[config.mk]
export PLATFORM = sky130hd
export DESIGN_NAME = midpoint_circle_rasterizer_unit
export DESIGN_NICKNAME = d
export VERILOG_FILES = /design/src/sv/mcr_pkg.sv /design/src/sv/mcr_ctrl.sv /design/src/sv/mcr_datapath.sv /design/src/sv/midpoint_circle_rasterizer_unit.sv
export SDC_FILE = /design/constraint.sdc
export NUM_CORES = 1
export LEC_CHECK = 0
export ABC_AREA = 1
export BUFFER_PORTS_ARGS = -buffer_cell sky130_fd_sc_hd__buf_2
export CORE_UTILIZATION = 45
export CTS_CLUSTER_SIZE = 30
export DETAILED_ROUTE_END_ITERATION = 10
export GPL_TIMING_DRIVEN = 0
export PLACE_DENSITY = 0.76
export SYNTH_ARGS = -nofsm -noshare
export SYNTH_HDL_FRONTEND = slang
export SYNTH_SLANG_ARGS = --single-unit
export TNS_END_PERCENT = 10
[constraint.sdc]
create_clock -name clk_i -period 5.15 [get_ports clk_i]
set_input_delay 0.7725 -clock clk_i [delete_from_list [all_inputs] [get_ports clk_i]]
set_output_delay 0.7725 -clock clk_i [all_outputs]
set_load 0.03 [all_outputs]
[src/sv/mcr_pkg.sv]
// shared types and constants of the midpoint circle rasterizer
package mcr_pkg;

  localparam int unsigned COORD_W    = 9;
  localparam int unsigned RADIUS_W   = 7;
  localparam int unsigned COLOUR_W   = 15;
  localparam int unsigned DIM_W      = 10;
  localparam int unsigned ADDR_W     = 18;
  localparam int unsigned NUM_SLOTS  = 8;
  localparam int unsigned MAX_RADIUS = 79;
  localparam int unsigned CFG_IDX_W  = 1;

  localparam logic [DIM_W-1:0] RESET_WIDTH  = DIM_W'(240);
  localparam logic [DIM_W-1:0] RESET_HEIGHT = DIM_W'(160);

  // configuration register indexes
  localparam logic [CFG_IDX_W-1:0] CFG_SCREEN_WIDTH  = 1'b0;
  localparam logic [CFG_IDX_W-1:0] CFG_SCREEN_HEIGHT = 1'b1;

  typedef struct packed {
    logic [COORD_W-1:0]  center_row;
    logic [COORD_W-1:0]  center_col;
    logic [RADIUS_W-1:0] radius;
    logic [COLOUR_W-1:0] pixel_colour;
    logic                mode;
  } in_item_t;

  typedef struct packed {
    logic [ADDR_W-1:0]    addr_slot0;
    logic [ADDR_W-1:0]    addr_slot1;
    logic [ADDR_W-1:0]    addr_slot2;
    logic [ADDR_W-1:0]    addr_slot3;
    logic [ADDR_W-1:0]    addr_slot4;
    logic [ADDR_W-1:0]    addr_slot5;
    logic [ADDR_W-1:0]    addr_slot6;
    logic [ADDR_W-1:0]    addr_slot7;
    logic [NUM_SLOTS-1:0] slot_valid;
    logic [COLOUR_W-1:0]  write_colour;
    logic                 last_step;
  } out_item_t;

  // controller to datapath
  typedef struct packed {
    logic capture;
    logic init;
    logic emit;
  } ctrl_cmd_t;

  // datapath to controller
  typedef struct packed {
    logic cont;
    logic out_free;
  } dp_status_t;

endpackage

[src/sv/mcr_ctrl.sv]
// controller state machine of the midpoint circle rasterizer
module mcr_ctrl (
  input  logic               clk_i,
  input  logic               rst_ni,
  input  logic               in_valid_i,
  output logic               in_stall_o,
  input  mcr_pkg::dp_status_t status_i,
  output mcr_pkg::ctrl_cmd_t  cmd_o
);

  typedef enum logic [1:0] {
    ST_IDLE,
    ST_LOAD,
    ST_STEP
  } state_e;

  state_e state_q, state_d;
  logic   stall_q, stall_d;

  // next state and commands
  always_comb begin
    state_d     = state_q;
    cmd_o       = '0;
    unique case (state_q)
      ST_IDLE: begin
        if (in_valid_i) begin
          cmd_o.capture = 1'b1;
          state_d       = ST_LOAD;
        end
      end
      ST_LOAD: begin
        cmd_o.init = 1'b1;
        state_d    = ST_STEP;
      end
      ST_STEP: begin
        if (status_i.out_free) begin
          cmd_o.emit = 1'b1;
          if (!status_i.cont) begin
            state_d = ST_IDLE;
          end
        end
      end
      default: begin
        state_d = ST_IDLE;
      end
    endcase
    stall_d = (state_d != ST_IDLE);
  end

  // state and registered stall
  always_ff @(posedge clk_i or negedge rst_ni) begin
    if (!rst_ni) begin
      state_q <= ST_IDLE;
      stall_q <= 1'b0;
    end else begin
      state_q <= state_d;
      stall_q <= stall_d;
    end
  end

  assign in_stall_o = stall_q;

endmodule

[src/sv/mcr_datapath.sv]
// stepping datapath and output register of the midpoint circle rasterizer
module mcr_datapath #(
  parameter int unsigned MaxRadius = mcr_pkg::MAX_RADIUS
) (
  input  logic                          clk_i,
  input  logic                          rst_ni,
  input  mcr_pkg::in_item_t             in_data_i,
  input  logic [mcr_pkg::DIM_W-1:0]     width_i,
  input  logic [mcr_pkg::DIM_W-1:0]     height_i,
  input  mcr_pkg::ctrl_cmd_t            cmd_i,
  output mcr_pkg::dp_status_t           status_o,
  input  logic                          out_stall_i,
  output logic                          out_valid_o,
  output mcr_pkg::out_item_t            out_data_o
);

  localparam int unsigned RadW  = $clog2(MaxRadius + 1);
  localparam int unsigned PW    = RadW + 4;
  localparam int unsigned RowW  = mcr_pkg::COORD_W + 2;
  localparam int unsigned AW    = mcr_pkg::ADDR_W;
  localparam int unsigned NS    = mcr_pkg::NUM_SLOTS;
  localparam logic [mcr_pkg::RADIUS_W-1:0] MaxRad = mcr_pkg::RADIUS_W'(MaxRadius);

  logic [mcr_pkg::COORD_W-1:0]  cr_q, cc_q;
  logic [RadW-1:0]              a_q, b_q;
  logic signed [PW-1:0]         p_q;
  logic [mcr_pkg::COLOUR_W-1:0] colour_q;
  logic                         half_q;
  logic [AW-1:0]                crw_q, aw_q, bw_q;
  logic                         out_valid_q;
  mcr_pkg::out_item_t           out_q, out_d;

  logic [mcr_pkg::RADIUS_W-1:0] rad_sat;
  logic [RadW:0]                a_nx, b_nx;
  logic                         p_le0;
  logic signed [PW-1:0]         a2, b2, p_nx;
  logic [AW-1:0]                w_ext, aw_nx, bw_nx;
  logic                         cont;
  logic [mcr_pkg::COORD_W+mcr_pkg::DIM_W-1:0] crw_full;
  logic [RadW+mcr_pkg::DIM_W-1:0]             aw_full;

  // radius saturation on capture
  assign rad_sat = (in_data_i.radius > MaxRad) ? MaxRad : in_data_i.radius;

  // one midpoint step ahead
  always_comb begin
    p_le0 = (p_q <= 0);
    b_nx  = {1'b0, b_q} + (RadW + 1)'(1);
    a_nx  = p_le0 ? {1'b0, a_q} : ({1'b0, a_q} - (RadW + 1)'(1));
    b2    = $signed({{(PW - RadW - 2){1'b0}}, b_nx, 1'b0});
    a2    = $signed({{(PW - RadW - 2){1'b0}}, a_nx, 1'b0});
    p_nx  = p_le0 ? (p_q + b2 + PW'(1)) : (p_q + b2 - a2 + PW'(1));
    w_ext = {{(AW - mcr_pkg::DIM_W){1'b0}}, width_i};
    aw_nx = p_le0 ? aw_q : (aw_q - w_ext);
    bw_nx = bw_q + w_ext;
    cont  = (a_q > b_q) && !(a_nx < b_nx);
  end

  // row base products
  assign crw_full = cr_q * width_i;
  assign aw_full  = a_q * width_i;

  // mirrored points, screen test, half-mode test, duplicate test, addresses
  always_comb begin
    logic signed [RowW-1:0] as, bs, crs, ccs;
    logic signed [RowW-1:0] dr [NS];
    logic signed [RowW-1:0] dc [NS];
    logic signed [RowW-1:0] row, col;
    logic [AW-1:0]          base [NS];
    logic [AW-1:0]          addr [NS];
    logic [NS-1:0]          ok;
    as  = $signed({{(RowW - RadW){1'b0}}, a_q});
    bs  = $signed({{(RowW - RadW){1'b0}}, b_q});
    crs = $signed({2'b00, cr_q});
    ccs = $signed({2'b00, cc_q});
    dr[0] = as;  dc[0] = bs;
    dr[1] = -as; dc[1] = bs;
    dr[2] = as;  dc[2] = -bs;
    dr[3] = -as; dc[3] = -bs;
    dr[4] = bs;  dc[4] = as;
    dr[5] = -bs; dc[5] = as;
    dr[6] = bs;  dc[6] = -as;
    dr[7] = -bs; dc[7] = -as;
    base[0] = crw_q + aw_q; base[2] = crw_q + aw_q;
    base[1] = crw_q - aw_q; base[3] = crw_q - aw_q;
    base[4] = crw_q + bw_q; base[6] = crw_q + bw_q;
    base[5] = crw_q - bw_q; base[7] = crw_q - bw_q;
    for (int i = 0; i < NS; i++) begin
      row   = crs + dr[i];
      col   = ccs + dc[i];
      ok[i] = !row[RowW-1] && !col[RowW-1] &&
              ($unsigned(row) < {1'b0, height_i}) &&
              ($unsigned(col) < {1'b0, width_i});
      if (half_q && dr[i][RowW-1]) begin
        ok[i] = 1'b0;
      end
      for (int j = 0; j < NS; j++) begin
        if (j < i && dr[j] == dr[i] && dc[j] == dc[i]) begin
          ok[i] = 1'b0;
        end
      end
      addr[i] = ok[i] ? (base[i] + {{(AW - RowW){1'b0}}, $unsigned(col)}) : '0;
    end
    out_d.addr_slot0   = addr[0];
    out_d.addr_slot1   = addr[1];
    out_d.addr_slot2   = addr[2];
    out_d.addr_slot3   = addr[3];
    out_d.addr_slot4   = addr[4];
    out_d.addr_slot5   = addr[5];
    out_d.addr_slot6   = addr[6];
    out_d.addr_slot7   = addr[7];
    out_d.slot_valid   = ok;
    out_d.write_colour = colour_q;
    out_d.last_step    = !cont;
  end

  // command and stepping registers
  always_ff @(posedge clk_i) begin
    if (cmd_i.capture) begin
      cr_q     <= in_data_i.center_row;
      cc_q     <= in_data_i.center_col;
      a_q      <= rad_sat[RadW-1:0];
      b_q      <= '0;
      p_q      <= PW'(1) - $signed({{(PW - RadW){1'b0}}, rad_sat[RadW-1:0]});
      colour_q <= in_data_i.pixel_colour;
      half_q   <= in_data_i.mode;
    end else if (cmd_i.init) begin
      crw_q <= crw_full[AW-1:0];
      aw_q  <= {{(AW - RadW - mcr_pkg::DIM_W){1'b0}}, aw_full};
      bw_q  <= '0;
    end else if (cmd_i.emit) begin
      a_q  <= a_nx[RadW-1:0];
      b_q  <= b_nx[RadW-1:0];
      p_q  <= p_nx;
      aw_q <= aw_nx;
      bw_q <= bw_nx;
    end
  end

  // output register
  always_ff @(posedge clk_i or negedge rst_ni) begin
    if (!rst_ni) begin
      out_valid_q <= 1'b0;
    end else if (cmd_i.emit) begin
      out_valid_q <= 1'b1;
    end else if (!out_stall_i) begin
      out_valid_q <= 1'b0;
    end
  end

  always_ff @(posedge clk_i) begin
    if (cmd_i.emit) begin
      out_q <= out_d;
    end
  end

  assign status_o.cont     = cont;
  assign status_o.out_free = !out_valid_q || !out_stall_i;
  assign out_valid_o       = out_valid_q;
  assign out_data_o        = out_q;

endmodule

[src/sv/midpoint_circle_rasterizer_unit.sv]
// top level of the midpoint circle rasterizer
// One command (centre, radius, colour, mode) yields N result beats, N = 1 plus
// the number of midpoint steps (up to 56 at radius 79); each beat carries the
// eight mirrored frame-buffer addresses with a valid mask, and the final beat
// has last_step set. A command passes through an accept state, a state for the
// row-base multiplies, then a stepping state in which the single stepping
// datapath emits one result set per cycle while the output is not stalled. The
// user must write screen width and height through the config port only while
// no command is in flight; the block itself does not enforce this.
module midpoint_circle_rasterizer_unit #(
  parameter int unsigned MaxRadius = mcr_pkg::MAX_RADIUS
) (
  input  logic                          clk_i,
  input  logic                          rst_ni,
  input  logic                          in_valid_i,
  output logic                          in_stall_o,
  input  mcr_pkg::in_item_t             in_data_i,
  output logic                          out_valid_o,
  input  logic                          out_stall_i,
  output mcr_pkg::out_item_t            out_data_o,
  input  logic                          cfg_valid_i,
  output logic                          cfg_ready_o,
  input  logic [mcr_pkg::CFG_IDX_W-1:0] cfg_index_i,
  input  logic [mcr_pkg::DIM_W-1:0]     cfg_data_i
);

  logic [mcr_pkg::DIM_W-1:0] width_q, height_q;
  mcr_pkg::ctrl_cmd_t        cmd;
  mcr_pkg::dp_status_t       status;

  // configuration registers
  always_ff @(posedge clk_i or negedge rst_ni) begin
    if (!rst_ni) begin
      width_q  <= mcr_pkg::RESET_WIDTH;
      height_q <= mcr_pkg::RESET_HEIGHT;
    end else if (cfg_valid_i) begin
      unique case (cfg_index_i)
        mcr_pkg::CFG_SCREEN_WIDTH:  width_q  <= cfg_data_i;
        mcr_pkg::CFG_SCREEN_HEIGHT: height_q <= cfg_data_i;
        default: ;
      endcase
    end
  end

  assign cfg_ready_o = 1'b1;

  // controller
  mcr_ctrl u_ctrl (
    .clk_i      (clk_i),
    .rst_ni     (rst_ni),
    .in_valid_i (in_valid_i),
    .in_stall_o (in_stall_o),
    .status_i   (status),
    .cmd_o      (cmd)
  );

  // datapath
  mcr_datapath #(
    .MaxRadius (MaxRadius)
  ) u_datapath (
    .clk_i       (clk_i),
    .rst_ni      (rst_ni),
    .in_data_i   (in_data_i),
    .width_i     (width_q),
    .height_i    (height_q),
    .cmd_i       (cmd),
    .status_o    (status),
    .out_stall_i (out_stall_i),
    .out_valid_o (out_valid_o),
    .out_data_o  (out_data_o)
  );

endmodule

==> reports/metrics.csv, run 1 <==
stage;metric;value;unit
worst_hold_path;HP Class;input port to asynchronous set/reset pin;
sta;Worst-Margin Slew;1.07;ns
sta;max frequency;200;MHz
die;io pins;228;
sta;crit path time final;5.00;ns
worst_setup_path;R2R Path End;u_datapath.crw_q[16]$_DFFE_PP_;
die;Rows;97;
worst_setup_path;Critical Path RT;5.44;ns
worst_setup_path;Setup crit end kind;flip-flop;
sta;Max-slew headroom;28.8;%
sta;final setup fails;0;
grt;pin count of the biggest net entering global routing;128;
worst_setup_path;FF-to-FF path depth;20;
cells_and_area;diode count;0;
cells_and_area;# nets final;4928;
logic_synthesis;Post-Syn Area;0.0320;mm²
cells_and_area;share of cells above drive strength 1;11.6;%
routing;Routed wire per std cell;17.5;µm
worst_setup_path;r2r startpoint;width_q[6]$_DFFE_PN1P_;
clock_network;clk sinks;305;
grt;Total GRT Usage;25.7;%
logic_synthesis;synth warn;0;
placed_design;hpwl dp;76.1;mm
grt;vias in the first global route;27000;
logic_synthesis;flops & latches, synth;305;
sta;endpoints failing hold;0;
logic_synthesis;EDFF count, synth;274;
routing;drt first pass iters;6;
placed_design;input/output buffers;226;
clock_network;CTS buffer count;35;
clock_network;H-tree levels;2;
worst_setup_path;Startpoint Class;flip-flop;
routing;DR vias/cell;5.35;
worst_setup_path;flop-to-flop setup slack;0.15;ns
clock_network;clock slew at reported path FFs;0.06;ns
logic_synthesis;Post-synth ARST share;7.87;%
clock_network;Root Driver;clkbuf_16;
worst_setup_path;Setup CP Type;flip-flop to flip-flop;
grt;initial antenna violation count;0;
routing;via count;28300;
worst_setup_path;crit-path max FO;10;
die;Die Wd;269;µm
logic_synthesis;Seq/Total Area, Yosys;28.0;%
logic_synthesis;ys flop type;edfxtp_1;
grt;gr ovfl total;0;
die;Core ar.;0.0703;mm²
die;Initial Util;45.6;%
routing;post-route ant nets;0;
routing;1st-iter DRT viols;2361;
clock_network;cts hold-fix bufs;0;
sta;Final Skew;0.0238;ns
clock_network;worst skew pair latency;0.57;ns
clock_network;CTS tree;built;
logic_synthesis;Mapped Avg Cell Area;7.89;µm²
logic_synthesis;Netlist cell types;65;
outcome;status;finished clean;
clock_network;CTS Buffer Depth;3;
placed_design;routability cong.;0.970;
sta;setup_tns;0;ns
routing;wirelength, routed;92.9;mm
grt;first-pass GRT wire length;145;mm
sta;RSZ-0062 raised after global routing;true;
worst_setup_path;Crit path arrival time;5.29;ns
die;die area;0.0723;mm²
sta;Final Cycle Share;97.0;%
run;max cap viols;0;
die;height of the die;269;µm
sta;final slew viol count;0;
cells_and_area;P&R area growth vs syn;12.0;%
logic_synthesis;Post-Syn Nets;4655;
routing;DRC Markers;0;
logic_synthesis;synthesized instance count;4061;
-- synth_stat cells, types with 4 or more instances --
library cell / instances / area share (%)
a211oi_1: 9 / 0.21
a21o_1: 28 / 0.66
a21oi_1: 362 / 5.7
a31oi_1: 23 / 0.45
buf_2: 10 / 0.16
buf_4: 7 / 0.16
buf_6: 5 / 0.18
clkbuf_1: 49 / 0.57
clkinv_1: 4 / 0.047
dfrtp_1: 18 / 1.4
dfstp_2: 6 / 0.49
dfxtp_1: 7 / 0.44
edfxtp_1: 274 / 26
fa_1: 119 / 7.4
ha_1: 418 / 16
inv_1: 660 / 7.7
inv_2: 17 / 0.20
nand2_1: 855 / 10
nand2_2: 13 / 0.25
nand3_1: 187 / 2.9
nand3_2: 6 / 0.19
nand3b_1: 6 / 0.14
nand4_1: 39 / 0.76
nor2_1: 281 / 3.3
nor2_2: 50 / 0.98
nor2_4: 9 / 0.32
nor3_1: 42 / 0.66
nor3b_1: 5 / 0.12
nor4_1: 5 / 0.098
o2111ai_1: 8 / 0.22
o211ai_1: 5 / 0.12
o21a_1: 5 / 0.12
o21ai_0: 204 / 3.2
o21bai_1: 23 / 0.54
o22ai_1: 9 / 0.18
o31ai_1: 11 / 0.26
or2_2: 12 / 0.23
xnor2_1: 55 / 1.5
xor2_1: 166 / 4.5
xor2_2: 10 / 0.51
-- what timing repair did --
action	4_1_cts	5_1_grt
setup endpoints to repair	114	116
gates resized for setup	23	67
buffers inserted	9	6
pin swaps	0	1
endpoints found under the hold margin	0	0
-- critical path, stage by stage (launching register included) --
cell and delay, ns:
dfstp_4 0.72, buf_4 0.23, nand2_1 0.10, fa_1 0.52, inv_1 0.06, fa_1 0.50
inv_1 0.06, fa_1 0.48, fa_1 0.51, inv_1 0.05, ha_1 0.33, nand2_1 0.09
nor2_1 0.05, a211oi_2 0.25, o21ai_0 0.19, nand2_1 0.09, nand2_1 0.07, a21oi_1 0.16
nor2_1 0.06, nor2_1 0.11, xor2_1 0.08
-- registers in the layout, summed over array words and instances (netlist names), 2 cells and up --
| signal | count |
|---|---|
| height_q | 10 |
| u_ctrl.state_q | 2 |
| u_datapath.a_q | 7 |
| u_datapath.aw_q | 18 |
| u_datapath.b_q | 7 |
| u_datapath.bw_q | 18 |
| u_datapath.cc_q | 9 |
| u_datapath.colour_q | 15 |
| u_datapath.cr_q | 9 |
| u_datapath.crw_q | 18 |
| u_datapath.out_data_o | 168 |
| u_datapath.p_q | 11 |
| width_q | 10 |
-- how the worst max path moves through the flow --
stage,startpoint,to,slack (ns)
finish,width_q[6]$_DFFE_PN1P_,u_datapath.crw_q[16]$_DFFE_PP_,0.15
global route,width_q[6]$_DFFE_PN1P_,u_datapath.crw_q[16]$_DFFE_PP_,-0.08
CTS,width_q[3]$_DFFE_PN0P_,u_datapath.aw_q[11]$_DFFE_PP_,0.005
detailed placement,width_q[7]$_DFFE_PN1P_,u_datapath.crw_q[16]$_DFFE_PP_,-0.66
global placement,out_stall_i,u_datapath.out_data_o[96]$_SDFFCE_PN0P_,-1.63
floorplan,out_stall_i,u_datapath.out_data_o[0]$_DFFE_PP_,0.25
-- final cells by class --
type,instances,area [µm²]
clock buffers,41,908
plain buffers,66,387
clock inverters,20,251
multi-input cells,2999,20300
well taps,940,1180
fillers,6647,34400
inverters,683,2580
flip-flops and latches,305,8990
repair buffers,244,1310
-- metrics by stage --
stage	worst slack [ns]	cell area, µm²	hold slack, ns	util (%)	cells
global route	-0.0760	35900	0.243	51.1	5298
finish	0.154	35900	0.222	51.1	5298
global placement	-1.63	34400	0.400	48.9	5227
detailed placement	-0.658	34400	0.405	49.0	5230
floorplan	0.246	32000	0.400	-	4061
CTS	0.00503	35700	0.209	50.8	5294
-- metal layers --
layer | global-route usage [%] | wire (µm) | vias to the layer above
li1 | - | - | 13900
met1 | 33.7 | 40300 | 13200
met2 | 42.1 | 42000 | 978
met3 | 3.22 | 6000 | 206
met4 | 11.8 | 4570 | 0
met5 | 0 | 0 | -
-- placed cells by master, fill, tap and decap left out, drive strengths merged, types with 23 or more instances in the layout --
master and count:
a21o 28, a21oi 362, a31oi 23, buf 272
clkbuf 79, edfxtp 274, fa 119, ha 418
inv 681, nand2 868, nand3 194, nand4 43
nor2 340, nor3 46, o21ai 208, o21bai 23
xnor2 55, xor2 176
-- kinds of logic (layout without fill, tap and decap cells) --
kind of cell,count (synthesis),in the layout,share of synthesized area [%]
adders and majority gates,537,537,23.8
buffers and inverters,757,1054,9.12
other,1,1,0.0117
xor gates and xnor gates,231,231,6.55
DFF,305,305,28.0
AOI/OAI and AO/OA,702,702,12.0
and+or+nand+nor,1528,1528,20.6
Power of run 1 is left out: the tool's default activity adds up to more than one toggle a clock period on the data nets, which glitch-free logic cannot reach.
==> run 2, diff against run 1 <==
--- a/config.mk
+++ b/config.mk
@@ -5,13 +5,13 @@
 export SDC_FILE = /design/constraint.sdc
 export NUM_CORES = 1
 export LEC_CHECK = 0
-export ABC_AREA = 1
 export BUFFER_PORTS_ARGS = -buffer_cell sky130_fd_sc_hd__buf_2
 export CORE_UTILIZATION = 45
 export CTS_CLUSTER_SIZE = 30
 export DETAILED_ROUTE_END_ITERATION = 10
 export GPL_TIMING_DRIVEN = 0
-export PLACE_DENSITY = 0.76
+export HOLD_SLACK_MARGIN = 0.15
+export PLACE_DENSITY = 0.65
 export SYNTH_ARGS = -nofsm -noshare
 export SYNTH_HDL_FRONTEND = slang
 export SYNTH_SLANG_ARGS = --single-unit
==> run 2 against run 1 <==
Against the previous run: non-clock buffer count increased by 52; synthesized area decreased by 5.4%; core utilization increased by 1.9 points; hold slack about the same; register-to-register slack got worse by 0.02 ns; critical path depth decreased by 5; synthesized cell count decreased by 19%; routed wire length decreased by 6.4%.
==> reports/metrics.csv, run 2 <==
stage;metric;value;unit;change
worst_setup_path;Top delay family on crit path;adder cells;;
die;Core ar.;0.0662;mm²;-5.8%
worst_setup_path;Most common cell on crit path;fa_1;;
clock_network;clk sinks;305;;unchanged
worst_setup_path;Crit-path slowest cell;fa_1;;
clock_network;clock slew at reported path FFs;0.06;ns;about the same
logic_synthesis;Synth area leader;edfxtp_1;;
cells_and_area;Util after Layout;52.9;%;+1.9 points
worst_setup_path;Crit path arrival time;5.31;ns;+0.02 ns
run;max cap viols;0;;unchanged
sta;Fin Hold WS;0.222;ns;+0.000364 ns
die;Initial Util;45.8;%;+0.17 points
sta;setup_tns;0;ns;unchanged
cells_and_area;diode count;0;;unchanged
worst_setup_path;CP max stage delay;0.54;ns;-0.18 ns
die;die area;0.0684;mm²;-5.4%
placed_design;input/output buffers;226;;unchanged
sta;final slew viol count;0;;unchanged
logic_synthesis;ys flop type;edfxtp_1;;
die;height of the die;262;µm;-2.7%
logic_synthesis;Post-Syn Nets;3865;;-17%
sta;endpoints failing hold;0;;unchanged
logic_synthesis;Seq/Total Area, Yosys;29.6;%;+1.6 points
logic_synthesis;synthesized instance count;3271;;-19%
grt;gr ovfl total;0;;unchanged
outcome;status;finished clean;;
cells_and_area;commonest non-fill, non-tap cells in the layout;ha_1 (412), inv_1 (336), nor2_1 (281), edfxtp_1 (274), nand2_1 (232);;
logic_synthesis;Netlist cell types;85;;+31%
routing;Routed wire per std cell;19.4;µm;+11%
grt;initial antenna violation count;0;;unchanged
grt;vias in the first global route;23800;;-12%
routing;DR vias/cell;5.59;;+4.5%
placed_design;Place WS;-1.45;ns;-0.794 ns
worst_setup_path;crit-path max FO;10;;unchanged
clock_network;CTS buffer count;39;;+11%
clock_network;H-tree levels;2;;unchanged
sta;Final Skew;0.0325;ns;+0.00873 ns
logic_synthesis;Synth area leaders;edfxtp_1 (27%), ha_1 (17%), fa_1 (7.9%), xnor2_1 (5.6%), inv_1 (4.2%);;
logic_synthesis;Synth top area share;27.1;%;+1.5 points
routing;via count;25100;;-12%
grt;first-pass GRT wire length;133;mm;-8.0%
sta;Final Cycle Share;97.4;%;+0.44 points
sta;max frequency;199;MHz;-0.45%
logic_synthesis;Post-synth ARST share;7.87;%;unchanged
logic_synthesis;flops & latches, synth;305;;unchanged
sta;Worst-Margin Slew;0.941;ns;-0.125 ns
sta;final setup fails;0;;unchanged
logic_synthesis;commonest cells in the netlist;ha_1 (418), inv_1 (342), nor2_1 (284), edfxtp_1 (274), nand2_1 (235);;
worst_setup_path;crit path cell chain;buf_4 > clkbuf_4 > nand2_1 > fa_1 > fa_1 > fa_1 > inv_1 > fa_1 > ha_2 > a2111oi_4 > o31ai_2 > a21bo_2 > a31oi_1 > xor2_1 > mux2i_1;;
logic_synthesis;Post-Syn Area;0.0303;mm²;-5.4%
routing;wirelength, routed;86.9;mm;-6.4%
routing;1st-iter DRT viols;2077;;-12%
worst_hold_path;HP Class;input port to asynchronous set/reset pin;;
cells_and_area;Fillers;6092;;-8.3%
sta;crit path time final;5.02;ns;+0.0226 ns
routing;post-route ant nets;0;;unchanged
placed_design;routability cong.;0.931;;-4.0%
cells_and_area;max reg flops;168;;unchanged
cells_and_area;P&R area growth vs syn;15.7;%;
worst_setup_path;worst path bufs/invs;3;;-1
routing;DRC Markers;0;;unchanged
clock_network;worst skew pair latency;0.58;ns;about the same
die;io pins;228;;unchanged
die;Rows;94;;-3.1%
clock_network;CTS Buffer Depth;3;;unchanged
die;Die Wd;262;µm;-2.7%
clock_network;Root Driver;clkbuf_16;;
cells_and_area;share of cells above drive strength 1;13.8;%;+2.2 points
sta;RSZ-0062 raised after global routing;true;;
worst_setup_path;Setup CP Type;flip-flop to flip-flop;;
logic_synthesis;synth warn;0;;unchanged
grt;pin count of the biggest net entering global routing;43;;-66%
cells_and_area;register area;0.00899;mm²;about the same
logic_synthesis;Mapped Avg Cell Area;9.27;µm²;+17%
clock_network;CTS tree;built;;
worst_setup_path;Critical Path RT;5.44;ns;about the same
cells_and_area;leading cell type in the layout, fill and taps excluded;ha_1;;
cells_and_area;# nets final;4186;;-15%
cells_and_area;area of the multi-input gates;0.0202;mm²;-0.39%
routing;drt first pass iters;6;;unchanged
grt;Total GRT Usage;25.2;%;-0.50 points
clock_network;cts hold-fix bufs;0;;unchanged
logic_synthesis;EDFF count, synth;274;;unchanged
worst_setup_path;Setup crit end kind;flip-flop;;
logic_synthesis;most frequent cell after synthesis;ha_1;;
sta;final worst slack;0.132;ns;-0.0226 ns
worst_setup_path;Startpoint Class;flip-flop;;
placed_design;hpwl dp;69.1;mm;-9.1%
sta;Max-slew headroom;36.7;%;+7.9 points
==> run 2: cell types whose count changed in the layout (fill, tap and decap cells not counted), sizes merged, moves of 89 or more <==
cell,delta
nand2,-633
nand3,-130
inv,-335
xnor2,+139
xor2,-89
a21oi,-160
==> run 2: cell families (layout without fill, tap and decap cells) <==
kind of cell	count (synthesis)	count (layout)	share of synthesized area [%]
other	1	1	0.0124
AND/OR/NAND/NOR	982	982	15.8
adder cells (fa/ha/maj)	537	537	25.1
AO/OA/AOI/OAI	714	714	15.2
flip-flops	305	305	29.6
multiplexers	23	23	0.809
buffers and inverters	428	778	5.38
XOR/XNOR	281	281	8.12
==> run 2: per-stage QoR <==
step | cell area (µm²) | instances
after floorplan | 30300 | 3271
after global placement | 32500 | 4361
after detailed placement | 32600 | 4366
after CTS | 34500 | 4450
after global routing | 35100 | 4485
final | 35100 | 4485
==> run 2: worst reg2reg max path: stages, from the launching register on <==
cell and delay [ns]:
edfxtp_1 0.45, buf_4 0.24, clkbuf_4 0.25, nand2_1 0.10, fa_1 0.53, fa_1 0.52, fa_1 0.54, inv_1 0.05
fa_1 0.54, ha_2 0.31, a2111oi_4 0.36, o31ai_2 0.14, a21bo_2 0.23, a31oi_1 0.20, xor2_1 0.19, mux2i_1 0.10
==> run 2: path summary, 6_finish.rpt <==
path | start | endpoint | slack (ns) | cells past startpoint
setup / recovery | u_datapath.a_q[6]$_DFFE_PP_ | u_datapath.aw_q[15]$_DFFE_PP_ | 0.13 | 15
hold / removal | rst_ni | u_ctrl.state_q[0]$_DFF_PN0_ | 0.22 | 1
setup reg to reg | u_datapath.a_q[6]$_DFFE_PP_ | u_datapath.aw_q[15]$_DFFE_PP_ | 0.13 | 15
hold reg to reg | u_datapath.colour_q[9]$_DFFE_PP_ | u_datapath.out_data_o[10]$_DFFE_PP_ | 0.42 | 0
max in group asynchronous | rst_ni | width_q[0]$_DFFE_PN0P_ | 4.43 | 1
min in group clk_i | in_data_i[0] | u_datapath.half_q$_DFFE_PP_ | 0.36 | 1
==> run 2: cell type report <==
class                   instances  share of cell area [%]
plain buffers                  81                    1.26
clock buffers                  42                    2.82
flip-flops and latches        305                    25.6
inverters                     346                    3.77
clock inverters                28                    1.03
well taps                     864                    3.08
repair buffers                281                    4.76
multi-input cells            2538                    57.6
==> run 2: metal layers <==
metal  share of wire [%]  global-route usage, %  vias up  wire length [µm]
li1                    -                      -    12200                 -
met1                  45                   34.5    12000             39200
met2                  46                   41.3      755             39600
met3                 6.4                   3.43      137              5570
met4                 2.9                   7.38        0              2530
met5                   0                      0        -                 0
==> run 2: repair_timing <==
item                                   in CTS  in global routing
resized for setup                          88                 89
buffers inserted                           15                 35
setup endpoints to repair                 150                123
endpoints found under the hold margin       0                  0
pin swaps                                   6                 13
Power of run 2 is left out for the same reason.
